`src/rtl/core/acs_pkg.sv`:
```
// Package for the accumulator CPU step block: constants, decode and ALU functions,
// controller states and the command and status structs between controller and datapath.
// Depends on nothing.
`default_nettype none

package acs_pkg;

    localparam int MEM_AW    = 16;
    localparam int MEM_DEPTH = 1 << MEM_AW;

    localparam logic [1:0] FN_WRITE = 2'd0;
    localparam logic [1:0] FN_EXEC  = 2'd1;
    localparam logic [1:0] FN_READ  = 2'd2;

    localparam logic [7:0] OP_NOP    = 8'h18;
    localparam logic [7:0] OP_HALT   = 8'h19;
    localparam logic [7:0] MATH_BIT  = 8'h80;
    localparam logic [7:0] MEM_MASK  = 8'hf0;
    localparam logic [7:0] BR_MASK   = 8'hf8;
    localparam logic [7:0] BR_CODE   = 8'h10;

    // Operand locations of math instructions.
    localparam logic [1:0] OPD_MAR_MEM = 2'd0;
    localparam logic [1:0] OPD_ACC     = 2'd1;
    localparam logic [1:0] OPD_IMM     = 2'd2;
    localparam logic [1:0] OPD_ABS     = 2'd3;

    // Addressing methods of loads and stores.
    localparam logic [1:0] MTD_ABS  = 2'd0;
    localparam logic [1:0] MTD_IMM  = 2'd1;
    localparam logic [1:0] MTD_MAR  = 2'd2;
    localparam logic [1:0] MTD_NONE = 2'd3;

    localparam logic [2:0] ALU_AND = 3'd0;
    localparam logic [2:0] ALU_OR  = 3'd1;
    localparam logic [2:0] ALU_XOR = 3'd2;
    localparam logic [2:0] ALU_ADD = 3'd3;
    localparam logic [2:0] ALU_SUB = 3'd4;
    localparam logic [2:0] ALU_INC = 3'd5;
    localparam logic [2:0] ALU_DEC = 3'd6;
    localparam logic [2:0] ALU_NOT = 3'd7;

    localparam logic [2:0] BR_ALWAYS = 3'd0;
    localparam logic [2:0] BR_EQ     = 3'd1;
    localparam logic [2:0] BR_NE     = 3'd2;
    localparam logic [2:0] BR_LT     = 3'd3;
    localparam logic [2:0] BR_LE     = 3'd4;
    localparam logic [2:0] BR_GT     = 3'd5;
    localparam logic [2:0] BR_GE     = 3'd6;
    localparam logic [2:0] BR_NEVER  = 3'd7;

    typedef enum logic [4:0] {
        S_CLEAR, S_IDLE, S_WR, S_RD, S_RDW,
        S_F0, S_F1, S_F2, S_F3,
        S_RS, S_RSW, S_RDST, S_RDSTW, S_WD,
        S_MA0, S_MA1, S_MA2, S_ST0, S_ST1,
        S_CMT, S_HREAD, S_HWAIT, S_DONE
    } t_state;

    typedef enum logic [3:0] {
        A_PC, A_PC1, A_PC2, A_SRC, A_DST, A_EA, A_EA1, A_LOAD, A_CLR
    } t_asel;

    typedef enum logic [2:0] {
        W_ZERO, W_LOAD, W_ALU, W_ACC, W_MARH, W_MARL
    } t_wsel;

    typedef struct packed {
        t_asel asel;
        logic  we;
        t_wsel wsel;
        logic  cap_in;
        logic  cap_ir;
        logic  cap_b1;
        logic  cap_b2;
        logic  cap_s;
        logic  cap_d;
        logic  cap_lo;
        logic  cap_rd;
        logic  cap_halt;
        logic  commit;
        logic  out_load;
        logic  clr_inc;
    } t_cmd;

    typedef struct packed {
        logic [7:0] ir;
        logic       clr_last;
    } t_stat;

    function automatic logic is_math(input logic [7:0] ir);
        return (ir & MATH_BIT) == MATH_BIT;
    endfunction

    function automatic logic is_mem(input logic [7:0] ir);
        return (ir & MEM_MASK) == 8'h00;
    endfunction

    function automatic logic is_branch(input logic [7:0] ir);
        return (ir & BR_MASK) == BR_CODE;
    endfunction

    function automatic logic is_illegal(input logic [7:0] ir);
        return !(ir == OP_NOP || is_math(ir) || is_mem(ir) || is_branch(ir));
    endfunction

    function automatic logic [15:0] inst_len(input logic [7:0] ir);
        logic [15:0] len;
        len = 16'd1;
        if (is_math(ir)) begin
            if (ir[1:0] == OPD_ABS) begin
                len = len + 16'd2;
            end else if (ir[1:0] == OPD_IMM) begin
                len = len + ((ir[3:2] == OPD_IMM) ? 16'd2 : 16'd1);
            end
            if (ir[3:2] == OPD_ABS) begin
                len = len + 16'd2;
            end
        end else if (is_mem(ir)) begin
            if (ir[1:0] == MTD_ABS) begin
                len = 16'd3;
            end else if (ir[1:0] == MTD_IMM) begin
                len = ir[2] ? 16'd3 : 16'd2;
            end
        end else if (is_branch(ir)) begin
            len = 16'd3;
        end
        return len;
    endfunction

    function automatic logic [15:0] alu(input logic [2:0] fn, input logic [15:0] d,
                                        input logic [15:0] s);
        logic [15:0] r;
        unique case (fn)
            ALU_AND: r = d & s;
            ALU_OR:  r = d | s;
            ALU_XOR: r = d ^ s;
            ALU_ADD: r = d + s;
            ALU_SUB: r = d - s;
            ALU_INC: r = d + 16'd1;
            ALU_DEC: r = d - 16'd1;
            ALU_NOT: r = ~s;
            default: r = ~s;
        endcase
        return r;
    endfunction

endpackage

`default_nettype wire

```
`src/rtl/core/acs_ctrl.sv`:
```
// Sequencer of the accumulator CPU step block: one memory access per state.
// Depends on acs_pkg.
`default_nettype none

module acs_ctrl (
    input  wire logic          i_clk,
    input  wire logic          i_rst_n,
    input  wire logic          i_in_valid,
    input  wire logic [1:0]    i_func,
    output logic               o_in_ready,
    input  wire logic          i_out_ready,
    output logic               o_out_valid,
    input  wire acs_pkg::t_stat i_stat,
    output acs_pkg::t_cmd      o_cmd
);
    import acs_pkg::*;

    t_state r_state, n_state;
    logic   r_out_valid, n_out_valid;
    logic [7:0] ir;

    assign ir          = i_stat.ir;
    assign o_out_valid = r_out_valid;

    always_ff @(posedge i_clk) begin
        if (!i_rst_n) begin
            r_state     <= S_CLEAR;
            r_out_valid <= 1'b0;
        end else begin
            r_state     <= n_state;
            r_out_valid <= n_out_valid;
        end
    end

    always_comb begin
        n_state     = r_state;
        n_out_valid = r_out_valid && !i_out_ready;
        o_in_ready  = 1'b0;
        o_cmd       = '0;
        o_cmd.asel  = A_PC;
        o_cmd.wsel  = W_ZERO;
        unique case (r_state)
            S_CLEAR: begin
                o_cmd.asel    = A_CLR;
                o_cmd.we      = 1'b1;
                o_cmd.clr_inc = 1'b1;
                if (i_stat.clr_last) begin
                    n_state = S_IDLE;
                end
            end
            S_IDLE: begin
                o_in_ready   = 1'b1;
                o_cmd.cap_in = i_in_valid;
                if (i_in_valid) begin
                    priority case (i_func)
                        FN_WRITE: n_state = S_WR;
                        FN_EXEC:  n_state = S_F0;
                        FN_READ:  n_state = S_RD;
                        default:  n_state = S_HREAD;
                    endcase
                end
            end
            S_WR: begin
                o_cmd.asel = A_LOAD;
                o_cmd.we   = 1'b1;
                o_cmd.wsel = W_LOAD;
                n_state    = S_HREAD;
            end
            S_RD: begin
                o_cmd.asel = A_LOAD;
                n_state    = S_RDW;
            end
            S_RDW: begin
                o_cmd.cap_rd = 1'b1;
                n_state      = S_HREAD;
            end
            S_F0: begin
                o_cmd.asel = A_PC;
                n_state    = S_F1;
            end
            S_F1: begin
                o_cmd.asel   = A_PC1;
                o_cmd.cap_ir = 1'b1;
                n_state      = S_F2;
            end
            S_F2: begin
                o_cmd.asel   = A_PC2;
                o_cmd.cap_b1 = 1'b1;
                n_state      = S_F3;
            end
            S_F3: begin
                o_cmd.cap_b2 = 1'b1;
                if (ir == OP_HALT) begin
                    n_state = S_HREAD;
                end else if (is_math(ir)) begin
                    if (ir[1:0] == OPD_MAR_MEM || ir[1:0] == OPD_ABS) begin
                        n_state = S_RS;
                    end else if (ir[3:2] == OPD_MAR_MEM || ir[3:2] == OPD_ABS) begin
                        n_state = S_RDST;
                    end else begin
                        n_state = S_CMT;
                    end
                end else if (is_mem(ir) && ir[1:0] != MTD_NONE && ir[1:0] != MTD_IMM) begin
                    n_state = ir[3] ? S_MA0 : S_ST0;
                end else begin
                    n_state = S_CMT;
                end
            end
            S_RS: begin
                o_cmd.asel = A_SRC;
                n_state    = S_RSW;
            end
            S_RSW: begin
                o_cmd.cap_s = 1'b1;
                if (ir[3:2] == OPD_MAR_MEM || ir[3:2] == OPD_ABS) begin
                    n_state = S_RDST;
                end else begin
                    n_state = S_CMT;
                end
            end
            S_RDST: begin
                o_cmd.asel = A_DST;
                n_state    = S_RDSTW;
            end
            S_RDSTW: begin
                o_cmd.cap_d = 1'b1;
                n_state     = S_WD;
            end
            S_WD: begin
                o_cmd.asel   = A_DST;
                o_cmd.we     = 1'b1;
                o_cmd.wsel   = W_ALU;
                o_cmd.commit = 1'b1;
                n_state      = S_HREAD;
            end
            S_MA0: begin
                o_cmd.asel = A_EA;
                n_state    = S_MA1;
            end
            S_MA1: begin
                o_cmd.asel  = A_EA1;
                o_cmd.cap_d = 1'b1;
                n_state     = S_MA2;
            end
            S_MA2: begin
                o_cmd.cap_lo = 1'b1;
                n_state      = S_CMT;
            end
            S_ST0: begin
                o_cmd.asel = A_EA;
                o_cmd.we   = 1'b1;
                o_cmd.wsel = ir[2] ? W_MARH : W_ACC;
                n_state    = ir[2] ? S_ST1 : S_CMT;
            end
            S_ST1: begin
                o_cmd.asel = A_EA1;
                o_cmd.we   = 1'b1;
                o_cmd.wsel = W_MARL;
                n_state    = S_CMT;
            end
            S_CMT: begin
                o_cmd.commit = 1'b1;
                n_state      = S_HREAD;
            end
            S_HREAD: begin
                o_cmd.asel = A_PC;
                n_state    = S_HWAIT;
            end
            S_HWAIT: begin
                o_cmd.cap_halt = 1'b1;
                n_state        = S_DONE;
            end
            S_DONE: begin
                // The result register is free once the previous transaction has gone.
                if (!r_out_valid || i_out_ready) begin
                    o_cmd.out_load = 1'b1;
                    n_out_valid    = 1'b1;
                    n_state        = S_IDLE;
                end
            end
            default: n_state = S_IDLE;
        endcase
    end

endmodule

`default_nettype wire

```
`config.mk`:
```
export PLATFORM = sky130hd
export DESIGN_NAME = acs_ctrl
export DESIGN_NICKNAME = d
export VERILOG_FILES = /design/src/rtl/core/acs_pkg.sv /design/src/rtl/core/acs_ctrl.sv
export SDC_FILE = /design/constraint.sdc
export NUM_CORES = 1
export LEC_CHECK = 0
export BUFFER_PORTS_ARGS = -buffer_cell sky130_fd_sc_hd__buf_2
export CORE_MARGIN = 3
export CORE_UTILIZATION = 54
export DETAILED_ROUTE_END_ITERATION = 16
export PLACE_DENSITY = 0.83
export SLEW_MARGIN = 25
export SYNTH_ARGS = -nofsm -noshare
export SYNTH_HDL_FRONTEND = slang
export SYNTH_SLANG_ARGS = --single-unit
export TNS_END_PERCENT = 1
```
`constraint.sdc`:
```
create_clock -name i_clk -period 2.6 [get_ports i_clk]
set_input_delay 0.13 -clock i_clk [delete_from_list [all_inputs] [get_ports i_clk]]
set_output_delay 0.13 -clock i_clk [all_outputs]
set_load 0.02 [all_outputs]
```
# Word level (Yosys, flattened, before mapping)

Cells that the tools add are included.

Register bits after elaboration: 6
Bits of input ports: 15
Output and inout port bits: 22
Word-level logic and storage cells: 89

Equality and inequality tests: 32
Muxes and demuxes: 32
Reduce and logical (&&, ||, !) cells: 23

Operator list:

| operator             | number |
|---|---|
| $pmux W5 S19         | 1 |
| $mux W5              | 9 |
| $eq A5 B4 Y1 const B | 8 |
| $eq A5 B5 Y1 const B | 7 |
| $pmux W4 S8          | 1 |
| $eq A5 B3 Y1 const B | 4 |
| $mux W1              | 18 |
| $pmux W5 S3          | 1 |
| $reduce_or A2 Y1     | 7 |
| $pmux W3 S4          | 1 |
| $eq A5 B2 Y1 const B | 2 |
| $eq A8 B5 Y1 const B | 1 |
| $logic_not A8 Y1     | 1 |
| $ne A2 B2 Y1 const B | 4 |
| $eq A2 B2 Y1 const B | 3 |
| $logic_not A2 Y1     | 3 |
| $eq A5 B1 Y1 const B | 1 |
| $logic_not A5 Y1     | 1 |
| $reduce_or A5 Y1     | 1 |
| $reduce_or A4 Y1     | 1 |
| $logic_and A1 B1 Y1  | 3 |
| $logic_or A1 B1 Y1   | 3 |
| $mux W3              | 1 |
| $reduce_and A3 Y1    | 1 |
| other kinds (3)      | 4 |

# Longest topological paths before layout

Gate-level depths: netlist of run 1.

Depth in word-level cells: 7
Mapped depth: 7
Depth with buffers taken out: 7

# Worst setup path before layout of run 1

Ideal clock, no wire load.

Path type: register to register
From: register r_state[3]
To: register r_state[0]
Setup time: 0.120 ns
Data arrival time: 1.752 ns
Required time: 2.480 ns
Slack: 0.728 ns
Stages on the path, launching flop included: 8
Buffers on the path: 2
Period minus slack after synthesis: 1.872 ns
Path through: dfxtp_1 buf_4 or2_1 buf_6 nor4_1 inv_1 o21ai_0 nor3_1

Longest elaborated chain between the ends: 3
Elaborated cells between the ends (all ways): 30
Classes of those cells: eq/ne (25); mux (1); reduce/logical (4)

RTL lines:

| what                                                      | RTL line       | RTL |
|---|---|---|
| start: declaration                                        | acs_ctrl.sv:18 | `t_state r_state, n_state;` |
| start signal: assignment                                  | acs_ctrl.sv:30 | `r_state <= n_state;` |
| $eq A5 B4 Y1 (tied with other cells)                      | acs_ctrl.sv:42 | `unique case (r_state)` |
| $reduce_or A4 Y1 (no source line) (tied with other cells) | n/a            |  |
| $pmux W5 S19 / $reduce_and A3 Y1 (equally long branches)  | n/a            |  |

Several ways; a longest one is shown, not always the timed one.
A chain may end at the register's enable or synchronous reset.

==> results of run 1 <==
[Yosys cell counts (all sizes together), types with 2 or more instances]
| master | instances |
|---|---|
| a21boi | 3 |
| a21oi | 9 |
| a22oi | 3 |
| a31oi | 4 |
| and2 | 2 |
| and3 | 2 |
| buf | 11 |
| clkbuf | 3 |
| dfxtp | 6 |
| ha | 7 |
| inv | 6 |
| nand2 | 14 |
| nand2b | 5 |
| nand3 | 3 |
| nor2 | 13 |
| nor2b | 7 |
| nor3 | 12 |
| nor4 | 3 |
| o21a | 4 |
| o21ai | 12 |
| o22ai | 4 |
| o32ai | 2 |
[stage by stage]
| step | hold WS (ns) | utilization, % | cells |
|---|---|---|---|
| 2_1_floorplan | 0.247 | - | 154 |
| 3_3_place_gp | 0.409 | 68.3 | 206 |
| 3_5_place_dp | 0.417 | 68.3 | 206 |
| 4_1_cts | 0.159 | 69.6 | 209 |
| 5_1_grt | 0.170 | 69.6 | 209 |
| 6_report | 0.157 | 69.6 | 209 |
[layout make-up]
cell class	instances	area (µm²)
repair buffers	41	218
inverters	7	26.3
multi-input cells	127	836
fillers	156	548
flip-flops and latches	6	120
well taps	25	31.3
clock buffers	3	22.5
[worst paths after layout]
kind,start,end
worst max-delay path,r_state[0]$_SDFFE_PN0P_,o_cmd[16]
worst min register to register,o_out_valid$_SDFF_PN0_,o_out_valid$_SDFF_PN0_
worst max register to register,r_state[0]$_SDFFE_PN0P_,r_state[0]$_SDFFE_PN0P_
worst min-delay path,i_rst_n,r_state[3]$_SDFFE_PN0P_
[power groups by stage]
stage / registers (mW) / logic, mW / clock network, mW
2_1_floorplan: 0.101 / 0.140 / 0
3_3_place_gp: 0.114 / 0.169 / 0
3_5_place_dp: 0.114 / 0.172 / 0
4_1_cts: 0.113 / 0.174 / 0.0928
5_1_grt: 0.115 / 0.193 / 0.0973
6_report: 0.113 / 0.176 / 0.0958
[worst reg2reg max path: stages, from the launching register on]
cell,delay [ns]
dfxtp_1,0.64
nor2b_1,0.60
a311oi_1,0.25
o311a_1,0.16
nor3_1,0.16
[logic make-up (layout without fill, tap and decap cells)]
family	after synthesis	in the layout
AOI/OAI and AO/OA	51	51
xor gates and xnor gates	1	1
adders and majority gates	7	7
buffers and inverters	21	51
DFF	6	6
and+or+nand+nor	68	68
[state kept, by name, summed over array words and instances (netlist names)]
register     flops
r_state          5
o_out_valid      1
[layer usage]
layer  vias up  wire (µm)  GRT usage [%]
met2        85       1480           41.3
met5         -          0              0
met4         0         65           13.0
met3         9        343           2.97
li1        628          -              -
met1       549       1200           33.2
==> impl_metrics.ini, run 1 <==
[run_status]
status = finished, final reports clean

[place]
place_ws_ns = 0.767
dp_hpwl_um = 2280
place_congestion = 0.909
placed_area_um2 = 1230
io_buffers = 36

[sta]
slew_violations = 0
hold_violations = 0
skew_ns = 0.000367
max_slew_margin_pct = 57.2
finalSetupTns_ns = 0
post-route-period-util_pct = 83.5
rsz0062_at_grt = no
period_minus_slack_ns = 2.17
fmax_mhz = 460
tightest_slew_ns = 0.641
setup_viol = 0
setup_ws_ns = 0.428

[global_routing]
antenna_found_initial = 0
grt_pass1_vias = 1105
grt_max_degree = 23
grt_pass1_wl_um = 5040
grt_overflow = 0
grtUsageTotal_pct = 25.5

[layout]
antenna_cells = 0
area_growth_pct = 17.3
final_cell_area_um2 = 1250
final_net_count = 208
final_cell_mix = buf_2 (36), nand2_1 (13), nor3_1 (12), nor2_1 (12), o21ai_0 (11)
final_common_cell = buf_2
drive_gt1_share_pct = 27.7

[route]
post_drt_via_cell_ratio = 6.08
dr_total_vias = 1271
drt-total-wl_um = 3090
drt_pre_antenna_iters = 4
post-route-drc-count = 0
wl_per_cell_um = 14.8
drt-initial-drc-count = 65
antenna_left = 0

[logic_synthesis]
synthTopCellsByArea = dfxtp_1 (11%), ha_1 (8.2%), nor3_1 (5.6%), o21ai_0 (5.2%), nand2_1 (4.6%)
synth-xor-area-share_pct = 0.820
yosys.area_share.simple_pct = 35.1
synth_top_area_cell = dfxtp_1
ys_warn_count = 0
async_flop_share_pct = 0
synthCells = 154
synth_cell_types = 47
syn-cell-area_um2 = 1070
postSynthNetCount = 176
synthMuxAreaShare_pct = 0
synth_edf_count = 0
ys_seq_area_share_pct = 11.2
ys_seq_elements = 6
synth_top_cell_area_share_pct = 11.2
synthFlopType = dfxtp_1
synth_compound_area_share_pct = 34.1
synth_top_family_by_area = simple AND/OR/NAND/NOR gates
synthAdderAreaFrac_pct = 8.20
avgSynthCellArea_um2 = 6.94

[pwr]
finalPower_uw = 384
intPower_uw = 220
p_clk_share_pct = 24.9
p_per_area_nw_per_um2 = 306
ir_worst_vdd_mv = 0.216
power_switching_uw = 164
p_seq_share_pct = 29.3
p_sw_share_pct = 42.7
combPwrFrac_pct = 45.7
p_leak_nw = 0.584

[worst_setup_path]
cp-start-kind = flip-flop
path_depth = 4
r2r_slack_ns = 0.71
r2r_cells = 4
critPathKind = flip-flop to output port
required_ns = 2.47
worstPathCellList = nor2b_1 > a22oi_1 > o22ai_1 > buf_2
slowest_stage = dfxtp_1
crit_buf_inv = 1
cp_slowest_stage_delay_ns = 0.64
cpLargestDelayFamily = flip-flops
crit_arrival_ns = 2.04
cp_max_fo = 17
cp-end-kind = output port

[hold_path]
min_path_type = input port to flip-flop
min_path_cells = 2

[cts]
clock_path_buffers = 2
clock_latency_ns = 0.26
root_buffer = clkbuf_4
htreeDepth = 1
cts-resized-gates = 0
cts_sinks = 6
cts_buffers = 3
cts_tree = done
postCtsHoldBufs = 0
path_clk_slew_ns = 0.05
cts_setup_buffers = 0

[floorplan]
die-area_um2 = 2550
die_x_um = 50.5
rows = 15
core_um2 = 1800
ios = 37
die_y_um = 50.5
initial_utilization_pct = 59.3

[run]
drv_cap = 0
Power figures use the tool's default switching activity.
==> run 2, diff against run 1 <==
ABC_AREA = 1   (was unset)
CORE_UTILIZATION = 44   (was 54)
PLACE_DENSITY = 0.74   (was 0.83)
clock period = 1.9 ns   (was 2.6 ns; I/O delays follow)
==> run 2 against run 1 <==
  * Non-clock buffer count fell by 4
  * Largest cell class unchanged
  * Highest routed layer unchanged
  * Wire length rose by 1.4%
  * Area after synthesis fell by 11%
==> impl_metrics.ini, run 2 <==
[sta]
setup_ws_ns = 0.176
max_slew_margin_pct = 72.5
post-route-period-util_pct = 90.7
setup_viol = 0
fmax_mhz = 580
finalSetupTns_ns = 0
rsz0062_at_grt = no
slew_violations = 0
period_minus_slack_ns = 1.72
hold_violations = 0
tightest_slew_ns = 0.409
skew_ns = 0.000521

[worst_setup_path]
slowest_stage = dfxtp_1
crit_arrival_ns = 1.63
cp_max_fo = 6
cp-start-kind = flip-flop
path_depth = 8
cp-end-kind = output port
worstPathCellList = nor2_1 > nand2_2 > inv_1 > nand2_1 > nand2_1 > nor2_1 > nand4_1 > buf_2
r2r_cells = 11
cp-endpoint = o_cmd[18]
required_ns = 1.80
timing.rr.end = r_state[0]$_SDFFE_PN0P_
r2r_start = r_state[4]$_SDFFE_PN0P_
cp_slowest_stage_delay_ns = 0.42
crit_buf_inv = 2
startpoint = r_state[2]$_SDFFE_PN0P_
r2r_slack_ns = 0.25
critPathKind = flip-flop to output port
cpLargestDelayFamily = simple AND/OR/NAND/NOR gates

[route]
drt-total-wl_um = 3130
dr_total_vias = 1324
post_drt_via_cell_ratio = 5.30
post-route-drc-count = 0
wl_per_cell_um = 12.5
drt_pre_antenna_iters = 4
antenna_left = 0
drt-initial-drc-count = 76

[run]
drv_cap = 0

[pwr]
p_per_area_nw_per_um2 = 1070
ir_worst_vdd_mv = 0.734
finalPower_mw = 1.28
p_leak_nw = 0.757

[logic_synthesis]
postSynthNetCount = 206
ys_seq_elements = 6
ys_warn_count = 0
synthFlopType = dfxtp_1
syn-cell-area_um2 = 952
synthTopCellsByArea = nand2_1 (19%), nor2_1 (16%), dfxtp_1 (13%), inv_1 (11%), nand3_1 (9.5%)
synth_top_cell_area_share_pct = 18.9
synth_common_cells = nand2_1 (48), nor2_1 (41), inv_1 (29), nand3_1 (18), ha_1 (7)
synth_top_area_cell = nand2_1
synthCells = 184
async_flop_share_pct = 0
ys_seq_area_share_pct = 12.6
avgSynthCellArea_um2 = 5.17
synth_edf_count = 0
synth_cell_types = 22
synth_most_common_cell = nand2_1

[layout]
area_growth_pct = 25.5
final_common_cell = nand2_1
final_cell_area_um2 = 1190
final_net_count = 247
final_cell_mix = nand2_1 (47), nor2_1 (41), buf_2 (36)
antenna_cells = 0
drive_gt1_share_pct = 22.9
final_util_pct = 59.7
max_flop_register = r_state
largest_register_ffs = 5

[cts]
path_clk_slew_ns = 0.05
cts_buffers = 3
cts_tree = done
cts-resized-gates = 0
htreeDepth = 1
clock_path_buffers = 2
postCtsHoldBufs = 0
cts_sinks = 6
clock_latency_ns = 0.25
cts_setup_buffers = 0
root_buffer = clkbuf_4

[floorplan]
initial_utilization_pct = 47.6
core_um2 = 2000
die_y_um = 52.5
rows = 16
ios = 37
die_x_um = 52.5
die-area_um2 = 2760

[place]
io_buffers = 36
place_ws_ns = 0.328
dp_hpwl_um = 2660
place_congestion = 0.929
placed_area_um2 = 1170

[global_routing]
grt_max_degree = 10
grt_pass1_wl_um = 5130
grt_overflow = 0
antenna_found_initial = 0
grt_pass1_vias = 1179
grtUsageTotal_pct = 24.6

[run_status]
status = finished, final reports clean

[hold_path]
min_path_type = input port to flip-flop
==> run 2: cell count changes in the layout (fill, tap and decap cells not counted), sizes merged, moves of 4 or more <==
| cell | before | now |
|---|---|---|
| nand2 | 14 | 51 |
| nor2 | 13 | 44 |
| inv | 6 | 30 |
| nand3 | 3 | 18 |
| o21ai | 12 | 4 |
| nor2b | 7 | 0 |
| nor3 | 12 | 5 |
| nand2b | 5 | 0 |
| a31oi | 4 | 0 |
| buf | 41 | 37 |
| nand4 | 1 | 5 |
==> run 2: through the flow <==
step	std cells	hold WS, ns
2_1_floorplan	184	0.279
3_3_place_gp	247	0.409
3_5_place_dp	247	0.424
4_1_cts	250	0.164
5_1_grt	250	0.195
6_report	250	0.163
==> run 2: per-layer routing <==
metal  share of wire (%)  vias to the layer above  track usage [%]  wire length, µm
met5                   0                        -                0                0
met4                0.19                        0             3.40                6
met3                 8.7                        2             2.85              272
met2                  49                       69             43.6             1540
met1                  42                      588             32.2             1310
li1                    -                      665                -                -
==> run 2: worst min path at each step <==
stage / slack [ns] / endpoint / depth (start not counted) / startpoint
2_1_floorplan: 0.28 / o_out_valid$_SDFF_PN0_ / 2 / i_rst_n
3_3_place_gp: 0.41 / o_out_valid$_SDFF_PN0_ / 4 / i_out_ready
3_5_place_dp: 0.42 / o_out_valid$_SDFF_PN0_ / 4 / i_out_ready
4_1_cts: 0.16 / o_out_valid$_SDFF_PN0_ / 4 / i_out_ready
5_1_grt: 0.20 / o_out_valid$_SDFF_PN0_ / 4 / i_out_ready
6_report: 0.16 / o_out_valid$_SDFF_PN0_ / 4 / i_out_ready
==> run 2: report_power, final <==
part           internal, mW  switching, mW  total (mW)
combinational         0.294          0.654       0.948
clock                0.0719         0.0533       0.125
sequential            0.157         0.0511       0.208
total                 0.523          0.758        1.28
==> run 2: area by class of cell <==
type	instances	area (µm²)
Tap cell	27	33.8
Multi-Input combinational cell	147	717
Sequential cell	6	121
Fill cell	220	807
Clock buffer	3	22.5
Inverter	30	113
Timing Repair Buffer	37	188
==> run 2: cell families after synthesis <==
logic type | after synthesis | share of synthesized area (%)
simple gates | 124 | 55.6
buf+inv | 31 | 12.4
compound gates | 16 | 10.3
fa+ha+maj | 7 | 9.20
flops | 6 | 12.6
==> run 2: worst register-to-register path: cells and delay by family, from the launching register on <==
family / cells / cell delay [ns]
buf+inv: 3 / 0.24
simple gates: 8 / 0.80
flops: 1 / 0.51
==> run 3, diff against run 2 <==
CTS_CLUSTER_DIAMETER = 40   (was unset)
PLACE_DENSITY = unset   (was 0.74)
PLACE_DENSITY_LB_ADDON = 0.2   (was unset)
==> run 3 against run 2 <==
  * Hold slack got worse by 0.0028 ns
  * Flip-flop and latch count unchanged
  * Combinational power about the same
  * Design area unchanged
  * Critical path depth unchanged
  * Fmax decreased by 0.12%
  * Wire length decreased by 3.1%
  * Power about the same
  * Sequential share of layout area unchanged
==> impl_metrics.ini, run 3 (synthesized netlist as in run 2, its figures left out) <==
[run_status]
status = finished, final reports clean

[layout]
antenna_cells = 0
largest_register_ffs = 5
max_flop_register = r_state
drive_gt1_share_pct = 22.9
fillers = 216
final_cell_mix = nand2_1 (47), nor2_1 (41), buf_2 (36)
area_growth_pct = 25.5
final_common_cell = nand2_1
final_net_count = 247
final_cell_area_um2 = 1190

[worst_setup_path]
critPathKind = flip-flop to output port
cp-start-kind = flip-flop
cp_max_fo = 7
r2r_start = r_state[4]$_SDFFE_PN0P_
timing.rr.end = r_state[0]$_SDFFE_PN0P_
crit_arrival_ns = 1.63
cp-end-kind = output port
required_ns = 1.80
r2r_slack_ns = 0.27
r2r_cells = 11
cp-endpoint = o_cmd[18]
startpoint = r_state[0]$_SDFFE_PN0P_

[global_routing]
grt_overflow = 0
grt_max_degree = 10
grtUsageTotal_pct = 24.0
antenna_found_initial = 0
grt_pass1_wl_um = 5060
grt_pass1_vias = 1171

[pwr]
power_switching_uw = 758
p_clk_share_pct = 9.8
ir_worst_vdd_mv = 1.04
combPwrFrac_pct = 73.9
intPower_uw = 523
p_leak_nw = 0.757
p_seq_share_pct = 16.4
p_sw_share_pct = 59.2
p_per_area_nw_per_um2 = 1070

[sta]
tightest_slew_ns = 0.366
setup_viol = 0
max_slew_margin_pct = 75.4
setup_ws_ns = 0.174
fmax_mhz = 579
period_minus_slack_ns = 1.73
rsz0062_at_grt = no
skew_ns = 0.00399
finalSetupTns_ns = 0
hold_violations = 0
slew_violations = 0
post-route-period-util_pct = 90.9
whs_ns = 0.160

[place]
place_ws_ns = 0.321
place_congestion = 0.935
dp_hpwl_um = 2580
io_buffers = 36
placed_area_um2 = 1170

[cts]
cts_setup_buffers = 0
cts_buffers = 3
root_buffer = clkbuf_4
clock_latency_ns = 0.25
htreeDepth = 1
cts_tree = done
clock_path_buffers = 2
cts_sinks = 6
path_clk_slew_ns = 0.05

[route]
wl_met3_um = 272
post_drt_via_cell_ratio = 5.26
drt_pre_antenna_iters = 4
drt-total-wl_um = 3040
drt-initial-drc-count = 63
post-route-drc-count = 0
dr_wl_met2_um = 1430
wl_per_cell_um = 12.2
antenna_left = 0
dr_total_vias = 1316
routed.top_layer = met4
drt-met1-wl_um = 1290

[floorplan]
ios = 37
die_y_um = 52.5
die_x_um = 52.5
die-area_um2 = 2760
initial_utilization_pct = 47.6
core_um2 = 2000
rows = 16

[hold_path]
min_path_type = input port to flip-flop

[run]
drv_cap = 0
## run 3: cell counts in the layout (fill, tap and decap cells not counted)
No cell type changed its count.
## run 3: stage by stage
stage / utilization (%) / total power, mW / instances
floorplan: - / 0.864 / 184
global placement: 58.4 / 1.13 / 247
detailed placement: 58.4 / 1.13 / 247
CTS: 59.5 / 1.26 / 250
global route: 59.7 / 1.40 / 250
finish: 59.7 / 1.28 / 250
## run 3: worst max-delay path: stages, from the launching register on
cell and delay (ns):
dfxtp_2 0.35, inv_1 0.09, nand2_2 0.11, nor2_1 0.28, nand2_1 0.15, nand2_1 0.12, nor2_1 0.06, nand4_1 0.06
buf_2 0.16
## run 3: routing by layer
metal | track usage [%] | up-vias
met1 | 30.5 | 575
met4 | 1.28 | 0
li1 | - | 666
met3 | 5.13 | 4
met5 | 0 | -
met2 | 43.0 | 71
## run 3: cell type report
type                            count  area (µm²)  area share [%]
Tap cell                           27        33.8            2.83
Clock buffer                        3        22.5            1.88
Inverter                           30         113            9.42
Timing Repair Buffer               37         188            15.7
Multi-Input combinational cell    147         717            60.0
Sequential cell                     6         121            10.2
## run 3: repair_timing
action / CTS / global route
setup endpoints to repair: 0 / 2
resized for setup: 0 / 3
hold buffers: 0 / 0
## run 3: worst min path at each step
| stage | startpoint | endpoint | slack [ns] | cells past startpoint |
|---|---|---|---|---|
| after detailed placement | i_out_ready | o_out_valid$_SDFF_PN0_ | 0.42 | 4 |
| after floorplan | i_rst_n | o_out_valid$_SDFF_PN0_ | 0.28 | 2 |
| final | i_out_ready | o_out_valid$_SDFF_PN0_ | 0.16 | 4 |
| after global placement | i_out_ready | o_out_valid$_SDFF_PN0_ | 0.41 | 4 |
| after global routing | i_out_ready | o_out_valid$_SDFF_PN0_ | 0.16 | 4 |
| after CTS | i_out_ready | o_out_valid$_SDFF_PN0_ | 0.15 | 4 |
## run 3: power groups by stage
stage / sequential [mW] / clock, mW / combinational (mW)
3_3_place_gp: 0.204 / 0 / 0.923
3_5_place_dp: 0.206 / 0 / 0.929
4_1_cts: 0.203 / 0.125 / 0.934
6_report: 0.209 / 0.125 / 0.946
2_1_floorplan: 0.183 / 0 / 0.681
5_1_grt: 0.213 / 0.136 / 1.05
